**config.mk**
```make
export PLATFORM = sky130hd
export DESIGN_NAME = lbs_queue
export DESIGN_NICKNAME = d
export VERILOG_FILES = /design/src/hw/rtl/lbs_pkg.sv /design/src/hw/rtl/lbs_queue.sv
export SDC_FILE = /design/constraint.sdc
export NUM_CORES = 1
export LEC_CHECK = 0
export BUFFER_PORTS_ARGS = -buffer_cell sky130_fd_sc_hd__buf_4
export CORE_ASPECT_RATIO = 0.9
export CORE_MARGIN = 3
export CORE_UTILIZATION = 56
export CTS_CLUSTER_DIAMETER = 60
export CTS_CLUSTER_SIZE = 8
export DETAILED_ROUTE_END_ITERATION = 7
export PLACE_DENSITY = 0.94
export SETUP_SLACK_MARGIN = 0.15
export SLEW_MARGIN = 5
export SYNTH_ARGS = -nofsm -noshare
export SYNTH_HDL_FRONTEND = slang
export SYNTH_SLANG_ARGS = --single-unit
```
**constraint.sdc**
```tcl
create_clock -name clock -period 8.2 [get_ports clock]
set_input_delay 1.23 -clock clock [delete_from_list [all_inputs] [get_ports clock]]
set_output_delay 1.23 -clock clock [all_outputs]
set_load 0.05 [all_outputs]
```
**src/hw/rtl/lbs_pkg.sv**
```systemverilog
// ============================================================================
// lbs_pkg
// Shared types and constants for the linear blend skinning block.
// ============================================================================
package lbs_pkg;

   localparam int BONES_DEF          = 256;
   localparam int MAX_INFLUENCES_DEF = 16;
   localparam int WORDS_PER_BONE     = 12;
   localparam int QUEUE_DEPTH        = 2;

   typedef enum logic [1:0] {
      OP_WRITE = 2'd0,
      OP_INFL  = 2'd1,
      OP_CLEAR = 2'd2,
      OP_NONE  = 2'd3
   } op_type;

   // Classified influence handed from front to back
   typedef struct packed {
      logic               count;   // influence contributes
      logic               last;    // closes the vertex
      logic [15:0]        weight;
      logic signed [31:0] vx;
      logic signed [31:0] vy;
      logic signed [31:0] vz;
   } job_type;

   typedef struct packed {
      logic signed [31:0] pos_x;
      logic signed [31:0] pos_y;
      logic signed [31:0] pos_z;
      logic               passthrough;
   } res_type;

   typedef enum logic [3:0] {
      BK_IDLE, BK_MUL, BK_ROW, BK_WEIGH, BK_NEXT, BK_DIVSET, BK_DIV, BK_DIVOUT, BK_OUT
   } bk_state_type;

endpackage

```
**src/hw/rtl/lbs_queue.sv**
```systemverilog
// ============================================================================
// lbs_queue
// Short queue between front and back for classified influences.
// ============================================================================
module lbs_queue #(
   parameter int AW = 12
) (
   input  logic             clock,
   input  logic             reset,
   input  logic             push_valid,
   output logic             push_ready,
   input  lbs_pkg::job_type push_job,
   input  logic [AW-1:0]    push_base,
   output logic             pop_valid,
   input  logic             pop_ready,
   output lbs_pkg::job_type pop_job,
   output logic [AW-1:0]    pop_base
);
   import lbs_pkg::*;

   job_type       job_ff  [QUEUE_DEPTH];
   logic [AW-1:0] base_ff [QUEUE_DEPTH];
   logic          wp_ff, wp_in, rp_ff, rp_in;
   logic [1:0]    cnt_ff, cnt_in;
   logic          push, pop;

   assign push_ready = (cnt_ff != 2'd2);
   assign pop_valid  = (cnt_ff != 2'd0);
   assign push       = push_valid && push_ready;
   assign pop        = pop_valid && pop_ready;
   assign pop_job    = job_ff[rp_ff];
   assign pop_base   = base_ff[rp_ff];

   always_comb begin
      wp_in  = push ? !wp_ff : wp_ff;
      rp_in  = pop ? !rp_ff : rp_ff;
      cnt_in = cnt_ff + {1'b0, push} - {1'b0, pop};
   end

   always_ff @(posedge clock) begin
      if (reset) begin
         wp_ff  <= 1'b0;
         rp_ff  <= 1'b0;
         cnt_ff <= 2'd0;
      end else begin
         wp_ff  <= wp_in;
         rp_ff  <= rp_in;
         cnt_ff <= cnt_in;
      end
   end

   // Payload storage
   always_ff @(posedge clock) begin
      if (push) begin
         job_ff[wp_ff]  <= push_job;
         base_ff[wp_ff] <= push_base;
      end
   end
endmodule

```
==> run summary <==
status = complete, no violations
filler cell count = 867
Post-Syn Instances = 421
Synth cell types = 24
vias per cell = 5.31
Hold Crit Start = rp_ff
Die Wd = 143 um
clk sink count = 257
CTS resizes = 0
power density cells = 338 mW/mm2
Initial DRT Pass Iterations = 4
r2r worst-path depth = 4
first-pass GRT wire length = 29200 um
initial antenna violation count = 0
Port-buffer cells = 257
Post-Syn Area = 0.00950 mm2
max_cap viols = 0
setup TNS = 0 ps
post-CTS setup buffers = 0
Die Height = 130 um
Post-DRT Antenna Nets = 0
Clock Latency Late Sink = 490 ps
core area = 0.0164 mm2
diode count = 0
flop2flop setup slack = 5510 ps
sequential-to-total area share from yosys stat = 80.7%
FF+latch area = 0.00767 mm2
Slew headroom = 28.1%
CP Capture Type = primary output
measured slew at the worst slew-check pin = 1080 ps
Ys Warns = 0
largest net degree at the start of global routing = 74
CTS Root Cell = clkbuf_16
Area Overhead vs Synth = 33.3%
DPL Wire Length = 12700 um
Final nets = 838
GRT overflow = 0
DR WL/cell = 21.3 um
Hold Crit Depth = 2
TritonCTS Buffers = 38
CTS tree = yes
P_leak = 4.82 nW
# setup viols final = 0
unrepaired setup endpoints after global routing = false
Critical R2R Capture = job_ff[0][76]
hold_buf cts = 0
final clock skew = 13.7 ps
FMAX = 237 MHz
io pins = 258
CP max FO = 68
Tmin final = 4210 ps
DR vias = 4940
Remaining DRCs = 0
post-route clock period utilization = 51.3%
Setup CP Type = reg2out
GPL Wtd Cong = 0.749
Overall Global Routing Usage = 20.7%
Initial Utilization = 57.9%
vias in the first global route = 5347
layout cells sized above 1 = 60.0%
flops & latches, synth = 257
Post-Syn Nets = 552
Worst EP required = 6970 ps
num rows = 44
HP Class = reg2reg
CTS HTree Levels = 2
clock slew at reported path FFs = 50 ps
drt initial violations = 278
final core occ = 77.2%
Worst VDD drop = 241 uV
CTS Buffer Depth = 3
Post-Route WL = 19800 um
area occupied by multi-input gates = 0.00173 mm2
Max Transition Viols Final = 0
Critical Path AT = 2980 ps
worst flop-to-flop path startpoint = cnt_ff[0]
die area = 0.0186 mm2
final hold vios = 0
Startpoint Class = register
Avg Synthesized Cell Area = 22.6 um2
layout make-up:
class / count / area share [%]
clock buffers: 54 / 8.15
clock inverters: 2 / 0.138
inverters: 1 / 0.0494
multi-input cells: 149 / 13.7
flip-flops and latches: 257 / 60.6
well taps: 207 / 2.04
repair buffers: 260 / 15.4
per-stage QoR:
| step | std cells | instance area (um2) | power [W] | hold WS (ps) | setup slack, ps |
|---|---|---|---|---|---|
| 3_5_place_dp | 874 | 11600 | 0.00295 | 502 | 4480 |
| 3_3_place_gp | 874 | 11600 | 0.00292 | 485 | 4560 |
| 6_report | 930 | 12700 | 0.00429 | 515 | 3990 |
| 4_1_cts | 930 | 12700 | 0.00433 | 514 | 3950 |
| 2_1_floorplan | 421 | 9500 | 0.00261 | 472 | 3520 |
| 5_1_grt | 930 | 12700 | 0.00443 | 546 | 3830 |
critical path, stage by stage (launching register included):
cell and delay [ps]:
dfxtp_4 870, buf_4 880, mux2_2 420, buf_4 190
synthesized netlist by cell type:
cell type / n / share of area (%)
o21ba_2: 1 / 0.11
or2_2: 1 / 0.066
o21ai_0: 2 / 0.11
buf_6: 6 / 0.71
a21bo_2: 1 / 0.11
a21oi_1: 1 / 0.053
nor3_2: 1 / 0.11
o31a_1: 1 / 0.092
dfxtp_1: 5 / 1.1
nor4bb_1: 1 / 0.11
nand3b_1: 1 / 0.079
nand3_1: 1 / 0.053
buf_2: 8 / 0.42
nand2b_1: 1 / 0.066
mux2_2: 86 / 10
nor2b_1: 2 / 0.13
edfxtp_1: 252 / 80
inv_1: 1 / 0.039
nor4_1: 1 / 0.066
and3_1: 2 / 0.13
mux2_4: 40 / 6.3
xor2_1: 1 / 0.092
nor2_1: 4 / 0.16
ha_1: 1 / 0.13
flip-flops by register name (all words and copies together) (netlist names), named ones only:
signal and cells:
base_ff 24, rp_ff 1, wp_ff 1, cnt_ff 2, job_ff 228
power breakdown:
part	switching [W]	total (W)	internal (W)
combinational	0.000818	0.00126	0.000444
sequential	0.0000679	0.00167	0.00160
clock	0.000498	0.00136	0.000859
total	0.00138	0.00429	0.00290
kinds of logic (layout without fill, tap and decap cells):
group           count (synthesis)  in the layout  share of synthesized area, %
flops                         257            257                          80.7
mux                           126            126                          16.5
simple gates                   15             15                         0.961
buf+inv                        15            317                          1.17
compound gates                  6              6                         0.461
fa+ha+maj                       1              1                         0.132
xor+xnor                        1              1                        0.0922
routing by layer:
metal / global-route usage (%) / part of all wire, %
met5: 0 / 0
met3: 6.86 / 8.8
met2: 36.1 / 52
met4: 7.03 / 2.3
met1: 24.4 / 37
cell usage in the layout, fill, tap and decap left out, types with 2 or more instances in the layout:
master	Yosys	final
clkbuf_16	0	39
mux2_4	40	40
dfxtp_1	5	4
mux2_2	86	86
nor2_1	4	4
o21ai_0	2	2
nor2b_1	2	2
edfxtp_1	252	252
clkbuf_1	0	15
buf_4	0	260
worst max path at each step:
stage | from | to | slack, ps | cells after the start
2_1_floorplan | push_valid | base_ff[1][0] | 3520 | 1
3_3_place_gp | register | pop_base[11] | 4560 | 3
3_5_place_dp | register | pop_job[32] | 4480 | 3
4_1_cts | register | pop_job[32] | 3950 | 3
5_1_grt | register | pop_job[32] | 3830 | 3
6_report | register | pop_base[11] | 3990 | 3
Power figures use the tool's default switching activity.
