$ cat src/hw/rtl/lbs_pkg.sv
// ============================================================================
// lbs_pkg
// Shared types and constants for the linear blend skinning block.
// ============================================================================
package lbs_pkg;

   localparam int BONES_DEF          = 256;
   localparam int MAX_INFLUENCES_DEF = 16;
   localparam int WORDS_PER_BONE     = 12;
   localparam int QUEUE_DEPTH        = 2;

   typedef enum logic [1:0] {
      OP_WRITE = 2'd0,
      OP_INFL  = 2'd1,
      OP_CLEAR = 2'd2,
      OP_NONE  = 2'd3
   } op_type;

   // Classified influence handed from front to back
   typedef struct packed {
      logic               count;   // influence contributes
      logic               last;    // closes the vertex
      logic [15:0]        weight;
      logic signed [31:0] vx;
      logic signed [31:0] vy;
      logic signed [31:0] vz;
   } job_type;

   typedef struct packed {
      logic signed [31:0] pos_x;
      logic signed [31:0] pos_y;
      logic signed [31:0] pos_z;
      logic               passthrough;
   } res_type;

   typedef enum logic [3:0] {
      BK_IDLE, BK_MUL, BK_ROW, BK_WEIGH, BK_NEXT, BK_DIVSET, BK_DIV, BK_DIVOUT, BK_OUT
   } bk_state_type;

endpackage

$ cat src/hw/rtl/lbs_front.sv
// ============================================================================
// lbs_front
// Accepts items, keeps bone valid marks and the influence position count,
// writes matrix words and pushes classified influences into the queue.
// ============================================================================
module lbs_front #(
   parameter int BONES          = lbs_pkg::BONES_DEF,
   parameter int MAX_INFLUENCES = lbs_pkg::MAX_INFLUENCES_DEF,
   parameter int AW             = 12
) (
   input  logic                 clock,
   input  logic                 reset,
   input  logic                 in_valid,
   output logic                 in_ready,
   input  logic [1:0]           operation,
   input  logic signed [8:0]    bone,
   input  logic [3:0]           element,
   input  logic signed [31:0]   value,
   input  logic signed [31:0]   vertex_x,
   input  logic signed [31:0]   vertex_y,
   input  logic signed [31:0]   vertex_z,
   input  logic [15:0]          weight,
   input  logic                 last,
   input  logic                 wr_hold,
   output logic                 wr_en,
   output logic [AW-1:0]        wr_addr,
   output logic [31:0]          wr_data,
   output logic                 job_valid,
   input  logic                 job_ready,
   output lbs_pkg::job_type     job,
   output logic [AW-1:0]        job_base
);
   import lbs_pkg::*;

   localparam int BW = (BONES > 1) ? $clog2(BONES) : 1;

   logic [BONES-1:0] valid_ff, valid_in;
   logic [6:0]       count_ff, count_in;
   logic             accept, in_range, is_infl;
   logic [BW-1:0]    bidx;

   // Writes wait while queued or running influences may still read the store
   assign is_infl  = (op_type'(operation) == OP_INFL);
   assign in_ready = is_infl ? job_ready
                   : ((op_type'(operation) == OP_WRITE) ? !wr_hold : 1'b1);
   assign accept   = in_valid && in_ready;
   assign in_range = !bone[8] && ({23'd0, bone} < 32'(BONES));
   assign bidx     = BW'(bone[7:0]);

   assign wr_en   = accept && (op_type'(operation) == OP_WRITE) && in_range
                    && (element < 4'(WORDS_PER_BONE));
   assign wr_addr = AW'(bidx) * AW'(WORDS_PER_BONE) + AW'(element);
   assign wr_data = value;

   assign job_valid   = in_valid && is_infl;
   assign job.count   = (count_ff < 7'(MAX_INFLUENCES)) && in_range
                        && (weight != 16'd0) && valid_ff[bidx];
   assign job.last    = last;
   assign job.weight  = weight;
   assign job.vx      = vertex_x;
   assign job.vy      = vertex_y;
   assign job.vz      = vertex_z;
   assign job_base    = AW'(bidx) * AW'(WORDS_PER_BONE);

   // Valid marks and position count
   always_comb begin
      valid_in = valid_ff;
      count_in = count_ff;
      if (accept) begin
         case (op_type'(operation))
            OP_WRITE: if (wr_en) valid_in[bidx] = 1'b1;
            OP_CLEAR: valid_in = '0;
            OP_INFL: begin
               if (last) count_in = 7'd0;
               else if (count_ff < 7'd127) count_in = count_ff + 7'd1;
            end
            default: ;
         endcase
      end
   end

   always_ff @(posedge clock) begin
      if (reset) begin
         valid_ff <= '0;
         count_ff <= '0;
      end else begin
         valid_ff <= valid_in;
         count_ff <= count_in;
      end
   end
endmodule

$ cat config.mk
export PLATFORM = sky130hd
export DESIGN_NAME = lbs_front
export DESIGN_NICKNAME = d
export VERILOG_FILES = /design/src/hw/rtl/lbs_pkg.sv /design/src/hw/rtl/lbs_front.sv
export SDC_FILE = /design/constraint.sdc
export NUM_CORES = 1
export LEC_CHECK = 0
export BUFFER_PORTS_ARGS = -buffer_cell sky130_fd_sc_hd__buf_2
export CAP_MARGIN = 20
export CORE_UTILIZATION = 25
export DETAILED_ROUTE_END_ITERATION = 8
export PLACE_DENSITY = 0.54
export SYNTH_ARGS = -nofsm -noshare
export SYNTH_HDL_FRONTEND = slang
export SYNTH_SLANG_ARGS = --single-unit
$ cat constraint.sdc
create_clock -name clock -period 10.4 [get_ports clock]
set_clock_uncertainty 0.05 [all_clocks]
set_input_delay 3.12 -clock clock [delete_from_list [all_inputs] [get_ports clock]]
set_output_delay 3.12 -clock clock [all_outputs]
set_load 0.01 [all_outputs]
==> results of run 1 <==
[routing by layer]
| metal | vias to the layer above | share of wire | track usage |
|---|---|---|---|
| li1 | 4332 | - | - |
| met1 | 4662 | 0.40 | 0.183 |
| met2 | 372 | 0.48 | 0.255 |
| met3 | 103 | 0.077 | 0.0331 |
| met4 | 0 | 0.041 | 0.0641 |
| met5 | - | 0 | 0 |
[flip-flops by register name, summed over array words and instances (netlist names)]
| signal | flops |
|---|---|
| valid_ff | 256 |
| count_ff | 7 |
[final timing paths]
check	endpoint	slack (ns)	depth (start not counted)
hold / removal	valid_ff[210]	0.41	2
hold reg to reg	valid_ff[210]	0.41	2
setup reg to reg	count_ff[5]	8.73	6
setup / recovery	wr_addr[11]	1.19	11
[critical path, delay by kind of cell]
| family | cells | cell delay, ns |
|---|---|---|
| simple gates | 3 | 0.98 |
| compound gates | 1 | 0.07 |
| fa+ha+maj | 2 | 0.66 |
| buf+inv | 4 | 1.01 |
| xor+xnor | 1 | 0.17 |
[power breakdown]
group | total, W | internal (W) | switching (W)
logic | 0.000186 | 0.0000565 | 0.000130
clock network | 0.000928 | 0.000532 | 0.000396
registers | 0.00101 | 0.00101 | 0.000000413
[placed cells by master, fill, tap and decap left out, types with 7 or more instances in the layout]
| master | count |
|---|---|
| a31oi_1 | 35 |
| buf_4 | 20 |
| dfxtp_1 | 263 |
| o22ai_1 | 9 |
| nand2_1 | 21 |
| ha_1 | 23 |
| mux4_2 | 46 |
| clkbuf_16 | 28 |
| nor2_1 | 270 |
| o221ai_1 | 13 |
| nand3_1 | 13 |
| a21oi_1 | 235 |
| and3_1 | 21 |
| nor4_1 | 7 |
| inv_1 | 13 |
| and2_1 | 14 |
| xnor2_1 | 9 |
| buf_2 | 74 |
| xor2_1 | 8 |
| nor3_1 | 13 |
| mux2i_1 | 35 |
| clkbuf_1 | 11 |
[final cells by class]
cell class / instances / area, um^2
antenna: 1 / 2.50
clock buffer: 44 / 811
clock inverter: 5 / 40.0
fill: 5237 / 36100
inverter: 18 / 67.6
multi-input combinational: 834 / 5450
sequential: 263 / 5270
tap: 664 / 831
timing repair buffer: 95 / 548
[synthesized netlist by cell type, types with 6 or more instances]
master,number
nor2_1,270
dfxtp_1,263
a21oi_1,235
buf_4,150
clkbuf_1,100
mux4_2,46
a31oi_1,35
mux2i_1,35
ha_1,23
and3_1,21
nand2_1,21
and2_1,14
inv_1,13
nand3_1,13
nor3_1,13
o221ai_1,13
buf_2,10
o22ai_1,9
xnor2_1,9
xor2_1,8
nor4_1,7
buf_12,6
[cell families (layout without fill, tap and decap cells)]
family	after synthesis	after routing	synth area share
multiplexers	86	86	0.121
buffers and inverters	292	162	0.143
other	1	3	0.000300
AND/OR/NAND/NOR	378	378	0.129
flip-flops	263	263	0.421
AO/OA/AOI/OAI	326	326	0.146
XOR/XNOR	17	17	0.0119
adder cells (fa/ha/maj)	25	25	0.0262
[stage by stage]
step                utilization  setup slack [ns]  hold WS, ns
CTS                       0.265              1.16        0.415
global placement          0.247              1.21        0.389
floorplan                     -              1.60        0.378
global route              0.265             0.946        0.430
finish                    0.265              1.19        0.413
detailed placement        0.247              1.18        0.399
==> run_results.csv, run 1 <==
group,metric,value,unit
status,status,"complete, no violations",
worst_setup_path,start_kind,"primary input",
drt,viasPerCell,4.92,
timing,rsz0062_at_grt,"no",
power_and_ir_drop,p_per_area,163,nW/um^2
grt,grt_max_degree,110,
synth,yosysUniqueCellTypes,56,
drt,drtIter0Drc,901,
placement,dpl_cell_area,12200,um^2
worst_setup_path,cp.arrival,6.04,ns
synth,postSynthAreaPerCell,9.00,um^2
drt,drt_wl_total,39300,um
drt,final_antenna_net_count,0,
grt,grt_pass1_wl,57400,um
clock_tree,hold_buffers,0,
timing,timing.fmax,109,MHz
worst_setup_path,cp_cell_sequence,"buf_4 -> buf_4 -> inv_1 -> ha_1 -> ha_1 -> a21oi_1 -> nor3_1 -> and4_1 -> nand3_1 -> xnor2_1 -> buf_2",
timing,tightest_slew,1.17,ns
timing,post-route-min-period,9.21,ns
power_and_ir_drop,vdd_drop_max,0.106,mV
drt,dr.pass1.iters,5,
worst_setup_path,critical_path_required,7.23,ns
layout,final_layout_size_suffix_gt1_frac,0.149,
hold_path,min_path_type,"reg2reg",
worst_setup_path,cp-startpoint,"bone[0]",
drt,wire_per_inst,20.4,um
timing,finalHoldViolations,0,
worst_setup_path,reg2reg_from,"count_ff[2]",
layout,design_area,13000,um^2
timing,setup_violations,0,
clock_tree,cts-htree-levels,1,
layout,instances_no_fill,1924,
placement,gp_congestion,0.829,
worst_setup_path,endpoint_kind,"output port",
drt,drc,0,
synth,async_flop_share,0,
synth,yosysWarnings,0,
placement,io_buffers,75,
synth,synthCells,1388,
grt,overflow,0,
synth,synthFlopType,"dfxtp_1",
die,io_pins,338,
worst_setup_path,path_class,"in2out",
layout,nets,1430,
power_and_ir_drop,leakage,4.83,nW
run,maxCapViolations,0,
grt,grt_pass1_vias,8920,
clock_tree,post_cts_resized,0,
timing,totalNegativeSetupSlack,0,ns
clock_tree,cts_setup_buffers,0,
clock_tree,clkSlewWorstSetupHoldPaths,0.06,ns
die,design.core.area,49200,um^2
die,initial_core_util,0.254,
placement,dp_cells,1874,
hold_path,hp-start,"valid_ff[210]",
worst_setup_path,max_stage_delay,0.53,ns
timing,max-slew-margin-rel,0.223,
synth,netlist_area,12500,um^2
grt,antenna_found_initial,0,
synth,synth_top_area_frac,0.421,
clock_tree,clkSinkCount,263,
die,die_h,226,um
clock_tree,cts_tree,"built",
worst_setup_path,crit_slowest_cell,"nor3_1",
synth,synthTopCellsByArea,"dfxtp_1, a21oi_1, buf_4",
timing,fin_crit_sh,0.886,
clock_tree,root_buffer,"clkbuf_16",
layout,syn2layout_area_growth,4.16,%
clock_tree,cts_buffer_depth,3,
timing,slew_viol_final,0,
die,die_area,50900,um^2
synth,yosys.area.top_type,"dfxtp_1",
synth,synth-edff-count,0,
die,rows,81,
drt,vias,9469,
clock_tree,cts_inserted_buffers,28,
power_and_ir_drop,power,0.00212,W
die,fp.dieW,226,um
grt,grt_usage,0.151,
clock_tree,clk_latency,0.54,ns
worst_setup_path,worstPathMaxFanout,26,
synth,seq_area_frac_synth,0.421,
placement,dpl.hpwl,26800,um
synth,ys_ff_latch,263,
Note: power is estimated with default switching activity, not from simulation.
==> inputs of run 2 (changes only) <==
--- a/config.mk
+++ b/config.mk
@@ -5,11 +5,11 @@
 export SDC_FILE = /design/constraint.sdc
 export NUM_CORES = 1
 export LEC_CHECK = 0
-export BUFFER_PORTS_ARGS = -buffer_cell sky130_fd_sc_hd__buf_2
 export CAP_MARGIN = 20
 export CORE_UTILIZATION = 25
 export DETAILED_ROUTE_END_ITERATION = 8
-export PLACE_DENSITY = 0.54
+export DONT_BUFFER_PORTS = 1
+export PLACE_DENSITY = 0.48
 export SYNTH_ARGS = -nofsm -noshare
 export SYNTH_HDL_FRONTEND = slang
 export SYNTH_SLANG_ARGS = --single-unit
==> run 2 against run 1 <==
Wire length increased by 0.19%. Global-route usage fell by 0.087 points. Sequential cell count did not move. Fmax decreased by 0.48%. Hold slack worse by 0.0019 ns. Sequential power barely moved. Cell area down 2.4%. Combinational power decreased by 28%. Critical path type unchanged. Largest power group is now clock. Highest routed layer unchanged.
==> run_results.csv, run 2 (same netlist as run 1, synthesis figures left out) <==
group,metric,value,unit
status,status,"complete, no violations",
grt,grt_max_degree,108,
drt,drc,0,
grt,grt_pass1_vias,8493,
worst_setup_path,path_class,"in2out",
drt,drtIter0Drc,874,
grt,grt_usage,0.150,
timing,tightest_slew,1.21,ns
layout,diodes,0,
timing,rsz0062_at_grt,"no",
die,rows,81,
drt,viasPerCell,4.95,
grt,top_usage_layer,"met2",
grt,antenna_found_initial,0,
clock_tree,hold_buffers,0,
worst_setup_path,critical_path_required,7.23,ns
die,io_pins,338,
clock_tree,cts_buffer_depth,3,
clock_tree,clk_latency,0.55,ns
drt,vias,9098,
worst_setup_path,cp.arrival,6.09,ns
layout,top_register,"valid_ff",
timing,slew_viol_final,0,
die,design.core.area,49200,um^2
hold_path,whs_path_depth,2,
timing,finalWorstSetupSlack,1.14,ns
timing,setup_violations,0,
clock_tree,clkSlewWorstSetupHoldPaths,0.05,ns
drt,final_antenna_net_count,0,
timing,finalHoldViolations,0,
layout,syn2layout_area_growth,1.68,%
layout,layout_commonest_cell,"nor2_1",
grt,gr-usage-met2,0.234,
grt,use_met3,0.0375,
clock_tree,post_cts_resized,0,
layout,nets,1342,
placement,pre_cts_slack,1.11,ns
placement,dpl.hpwl,25400,um
clock_tree,cts_tree,"built",
drt,drt_wl_total,39400,um
timing,max-slew-margin-rel,0.193,
power_and_ir_drop,vdd_drop_max,0.123,mV
drt,dr.pass1.iters,5,
worst_setup_path,start_kind,"primary input",
layout,largest_reg_flops,256,
grt,grt_pass1_wl,56400,um
layout,final_layout_size_suffix_gt1_frac,0.0921,
die,initial_core_util,0.254,
die,die_area,50900,um^2
grt,use_met1,0.194,
grt,overflow,0,
timing,totalNegativeSetupSlack,0,ns
run,maxCapViolations,0,
clock_tree,cts_setup_buffers,0,
placement,io_buffers,0,
power_and_ir_drop,p_per_area,175,nW/um^2
worst_setup_path,ff2ff_path_depth,6,
hold_path,min_path_type,"reg2reg",
clock_tree,cts_inserted_buffers,30,
worst_setup_path,worstPathMaxFanout,85,
placement,gp_congestion,0.848,
drt,wire_per_inst,21.4,um
die,fp.dieW,226,um
timing,fin_crit_sh,0.890,
timing,post-route-min-period,9.26,ns
timing,timing.fmax,108,MHz
clock_tree,root_buffer,"clkbuf_16",
clock_tree,cts-htree-levels,1,
layout,final_cell_mix,"nor2_1, dfxtp_1, a21oi_1",
worst_setup_path,endpoint_kind,"output port",
power_and_ir_drop,leakage,4.54,nW
layout,fillCellCount,5223,
clock_tree,clkSinkCount,263,
die,die_h,226,um
layout,reg_top3,"valid_ff x256, count_ff x7",
-- run 2: worst paths after layout --
kind                               startpoint       endpoint  slack, ns
worst max-delay path                  bone[0]    wr_addr[11]       1.14
worst min-delay path            valid_ff[185]  valid_ff[185]       0.41
worst max register to register    count_ff[2]    count_ff[5]       8.74
worst min register to register  valid_ff[185]  valid_ff[185]       0.41
-- run 2: cell type report --
cell class	count	area, um^2	area share
repair buffers	5	65.1	0.00512
flip-flops and latches	263	5270	0.414
clock buffers	46	921	0.0725
inverters	18	67.6	0.00532
clock inverters	7	98.8	0.00778
well taps	664	831	0.0654
multi-input cells	834	5450	0.429
-- run 2: routing by layer --
metal  routed length (um)  share of wire
met3                 3200          0.081
met1                17000           0.43
met4                 1660          0.042
met2                17500           0.44
met5                    0              0
-- run 2: per-stage QoR --
stage | util | hold WS [ns] | total power, W | instance area, um^2 | std cells
detailed placement | 0.237 | 0.398 | 0.00116 | 11600 | 1782
finish | 0.258 | 0.411 | 0.00222 | 12700 | 1837
CTS | 0.258 | 0.414 | 0.00224 | 12700 | 1835
floorplan | - | 0.378 | 0.00120 | 12500 | 1389
global route | 0.258 | 0.432 | 0.00230 | 12700 | 1837
global placement | 0.237 | 0.391 | 0.00116 | 11600 | 1782
-- run 2: critical path: stages --
cell,delay [ns]
ha_1,0.48
inv_1,0.11
fa_1,0.41
nor2b_1,0.12
o21a_1,0.14
nor2_1,0.06
xnor2_1,0.43
and4_1,0.33
nand3_1,0.36
xnor2_1,0.43
-- run 2: where the power goes --
part / switching [W] / leakage, nW / internal, W
registers: 0.000000401 / 2.12 / 0.00101
logic: 0.0000936 / 1.92 / 0.0000396
clock network: 0.000421 / 0.502 / 0.000654
==> inputs of run 3 (changes only) <==
--- a/config.mk
+++ b/config.mk
@@ -6,10 +6,10 @@
 export NUM_CORES = 1
 export LEC_CHECK = 0
 export CAP_MARGIN = 20
-export CORE_UTILIZATION = 25
+export CORE_UTILIZATION = 45
 export DETAILED_ROUTE_END_ITERATION = 8
 export DONT_BUFFER_PORTS = 1
-export PLACE_DENSITY = 0.48
+export PLACE_DENSITY = 0.7
 export SYNTH_ARGS = -nofsm -noshare
 export SYNTH_HDL_FRONTEND = slang
 export SYNTH_SLANG_ARGS = --single-unit
==> constraint.sdc (replaced) <==
create_clock -name clock -period 9.24 [get_ports clock]
set_clock_uncertainty 0.05 [all_clocks]
set_input_delay 2.772 -clock clock [delete_from_list [all_inputs] [get_ports clock]]
set_output_delay 2.772 -clock clock [all_outputs]
set_load 0.01 [all_outputs]
==> run 3 against run 2 <==
Cell area shrank 3.8%. Sequential share of layout area grew 1.6 points. Via count grew 4.5%. Highest routed layer is now met5.
==> run_results.csv, run 3 (same netlist as run 1, synthesis figures left out) <==
group,metric,value,unit
layout,syn2layout_area_growth,-2.17,%
timing,tightest_slew,1.36,ns
drt,drtIter0Drc,1339,
grt,grt_pass1_wl,59100,um
clock_tree,cts_setup_buffers,0,
layout,fin_util,0.451,
drt,wire_per_inst,27.3,um
power_and_ir_drop,p_int,0.00186,W
power_and_ir_drop,switching_power,0.000562,W
clock_tree,cts-htree-levels,1,
worst_setup_path,endpoint_kind,"output port",
power_and_ir_drop,clock_power_share,0.467,
die,rows,60,
timing,setup_violations,0,
timing,max-slew-margin-rel,0.0932,
status,status,"complete, no violations",
timing,fin_crit_sh,0.924,
clock_tree,clk_latency,0.54,ns
grt,grt_pass1_vias,8547,
power_and_ir_drop,pwr-share-comb,0.065,
worst_setup_path,path_class,"in2out",
worst_setup_path,ff2ff_path_depth,6,
drt,final_antenna_net_count,0,
layout,layout_commonest_cell,"nor2_1",
layout,top_register,"valid_ff",
timing,timing.fmax,117,MHz
drt,drc,0,
grt,antenna_found_initial,4,
die,die_area,28400,um^2
drt,drt_wl_total,42000,um
run,maxCapViolations,0,
power_and_ir_drop,pwr-share-seq,0.468,
drt,dr.pass1.iters,6,
hold_path,whs_path_depth,2,
clock_tree,root_buffer,"clkbuf_16",
layout,largest_reg_flops,256,
timing,post-route-min-period,8.54,ns
layout,reg_top3,"valid_ff x256, count_ff x7",
worst_setup_path,start_kind,"primary input",
clock_tree,cts_buffer_depth,3,
die,design.core.area,27100,um^2
timing,finalHoldViolations,0,
grt,overflow,0,
clock_tree,hold_buffers,0,
drt,viasPerCell,6.17,
clock_tree,cts_inserted_buffers,27,
clock_tree,clkSlewWorstSetupHoldPaths,0.06,ns
die,io_pins,338,
layout,final_cell_mix,"nor2_1, dfxtp_1, a21oi_1",
placement,io_buffers,0,
placement,dpl.hpwl,29200,um
layout,nets,1338,
timing,slew_viol_final,0,
grt,grt_max_degree,257,
timing,rsz0062_at_grt,"no",
placement,pre_cts_slack,0.778,ns
drt,vias,9507,
clock_tree,clkSinkCount,263,
clock_tree,post_cts_resized,0,
layout,final_layout_size_suffix_gt1_frac,0.0883,
worst_setup_path,critical_path_required,6.42,ns
worst_setup_path,r2r_slack,7.56,ns
die,fp.dieW,169,um
clock_tree,cts_tree,"built",
timing,finalWorstSetupSlack,0.700,ns
power_and_ir_drop,switching_share,0.232,
power_and_ir_drop,leakage,4.49,nW
worst_setup_path,worstPathMaxFanout,85,
power_and_ir_drop,power,0.00242,W
power_and_ir_drop,p_per_area,198,nW/um^2
grt,grt_usage,0.283,
die,initial_core_util,0.461,
hold_path,min_path_type,"reg2reg",
worst_setup_path,cp.arrival,5.72,ns
timing,whs,0.411,ns
timing,totalNegativeSetupSlack,0,ns
power_and_ir_drop,vdd_drop_max,0.124,mV
die,die_h,169,um
placement,gp_congestion,0.904,
-- run 3: area by class of cell --
type                    instances  area (um^2)
multi-input cells             834         5450
clock buffers                  38          797
diodes                          2         5.00
fillers                      2551        14900
clock inverters                10          131
repair buffers                  4         42.5
inverters                      18         67.6
well taps                     372          465
flip-flops and latches        263         5270
-- run 3: layer usage --
layer,part of all wire,vias up,GRT usage
li1,-,4151,-
met4,0.028,8,0.0775
met2,0.45,664,0.435
met5,0.0041,-,0.0330
met1,0.35,4605,0.319
met3,0.17,79,0.182
-- run 3: per-stage QoR --
step | std cells | cell area [um^2]
detailed placement | 1491 | 11300
global placement | 1491 | 11300
finish | 1541 | 12200
CTS | 1539 | 12200
floorplan | 1389 | 12500
global route | 1541 | 12200
-- run 3: critical path: stages --
cell      delay, ns
ha_1           0.40
inv_1          0.13
fa_1           0.22
nor2b_1        0.06
o21a_1         0.18
o21ai_1        0.22
nand2_1        0.09
o311ai_1       0.76
nand3_1        0.19
xnor2_1        0.63
-- run 3: power groups by stage --
stage	sequential (W)	combinational, W	clock, W
6_report	0.00113	0.000157	0.00113
5_1_grt	0.00113	0.000165	0.00118
4_1_cts	0.00113	0.000155	0.00114
3_5_place_dp	0.00116	0.000154	0
3_3_place_gp	0.00116	0.000153	0
2_1_floorplan	0.00116	0.000196	0
-- run 3: final timing paths --
path / from / to
setup / recovery: bone[0] / wr_addr[10]
hold / removal: valid_ff[18] / valid_ff[18]
setup reg to reg: count_ff[2] / count_ff[5]
hold reg to reg: valid_ff[18] / valid_ff[18]
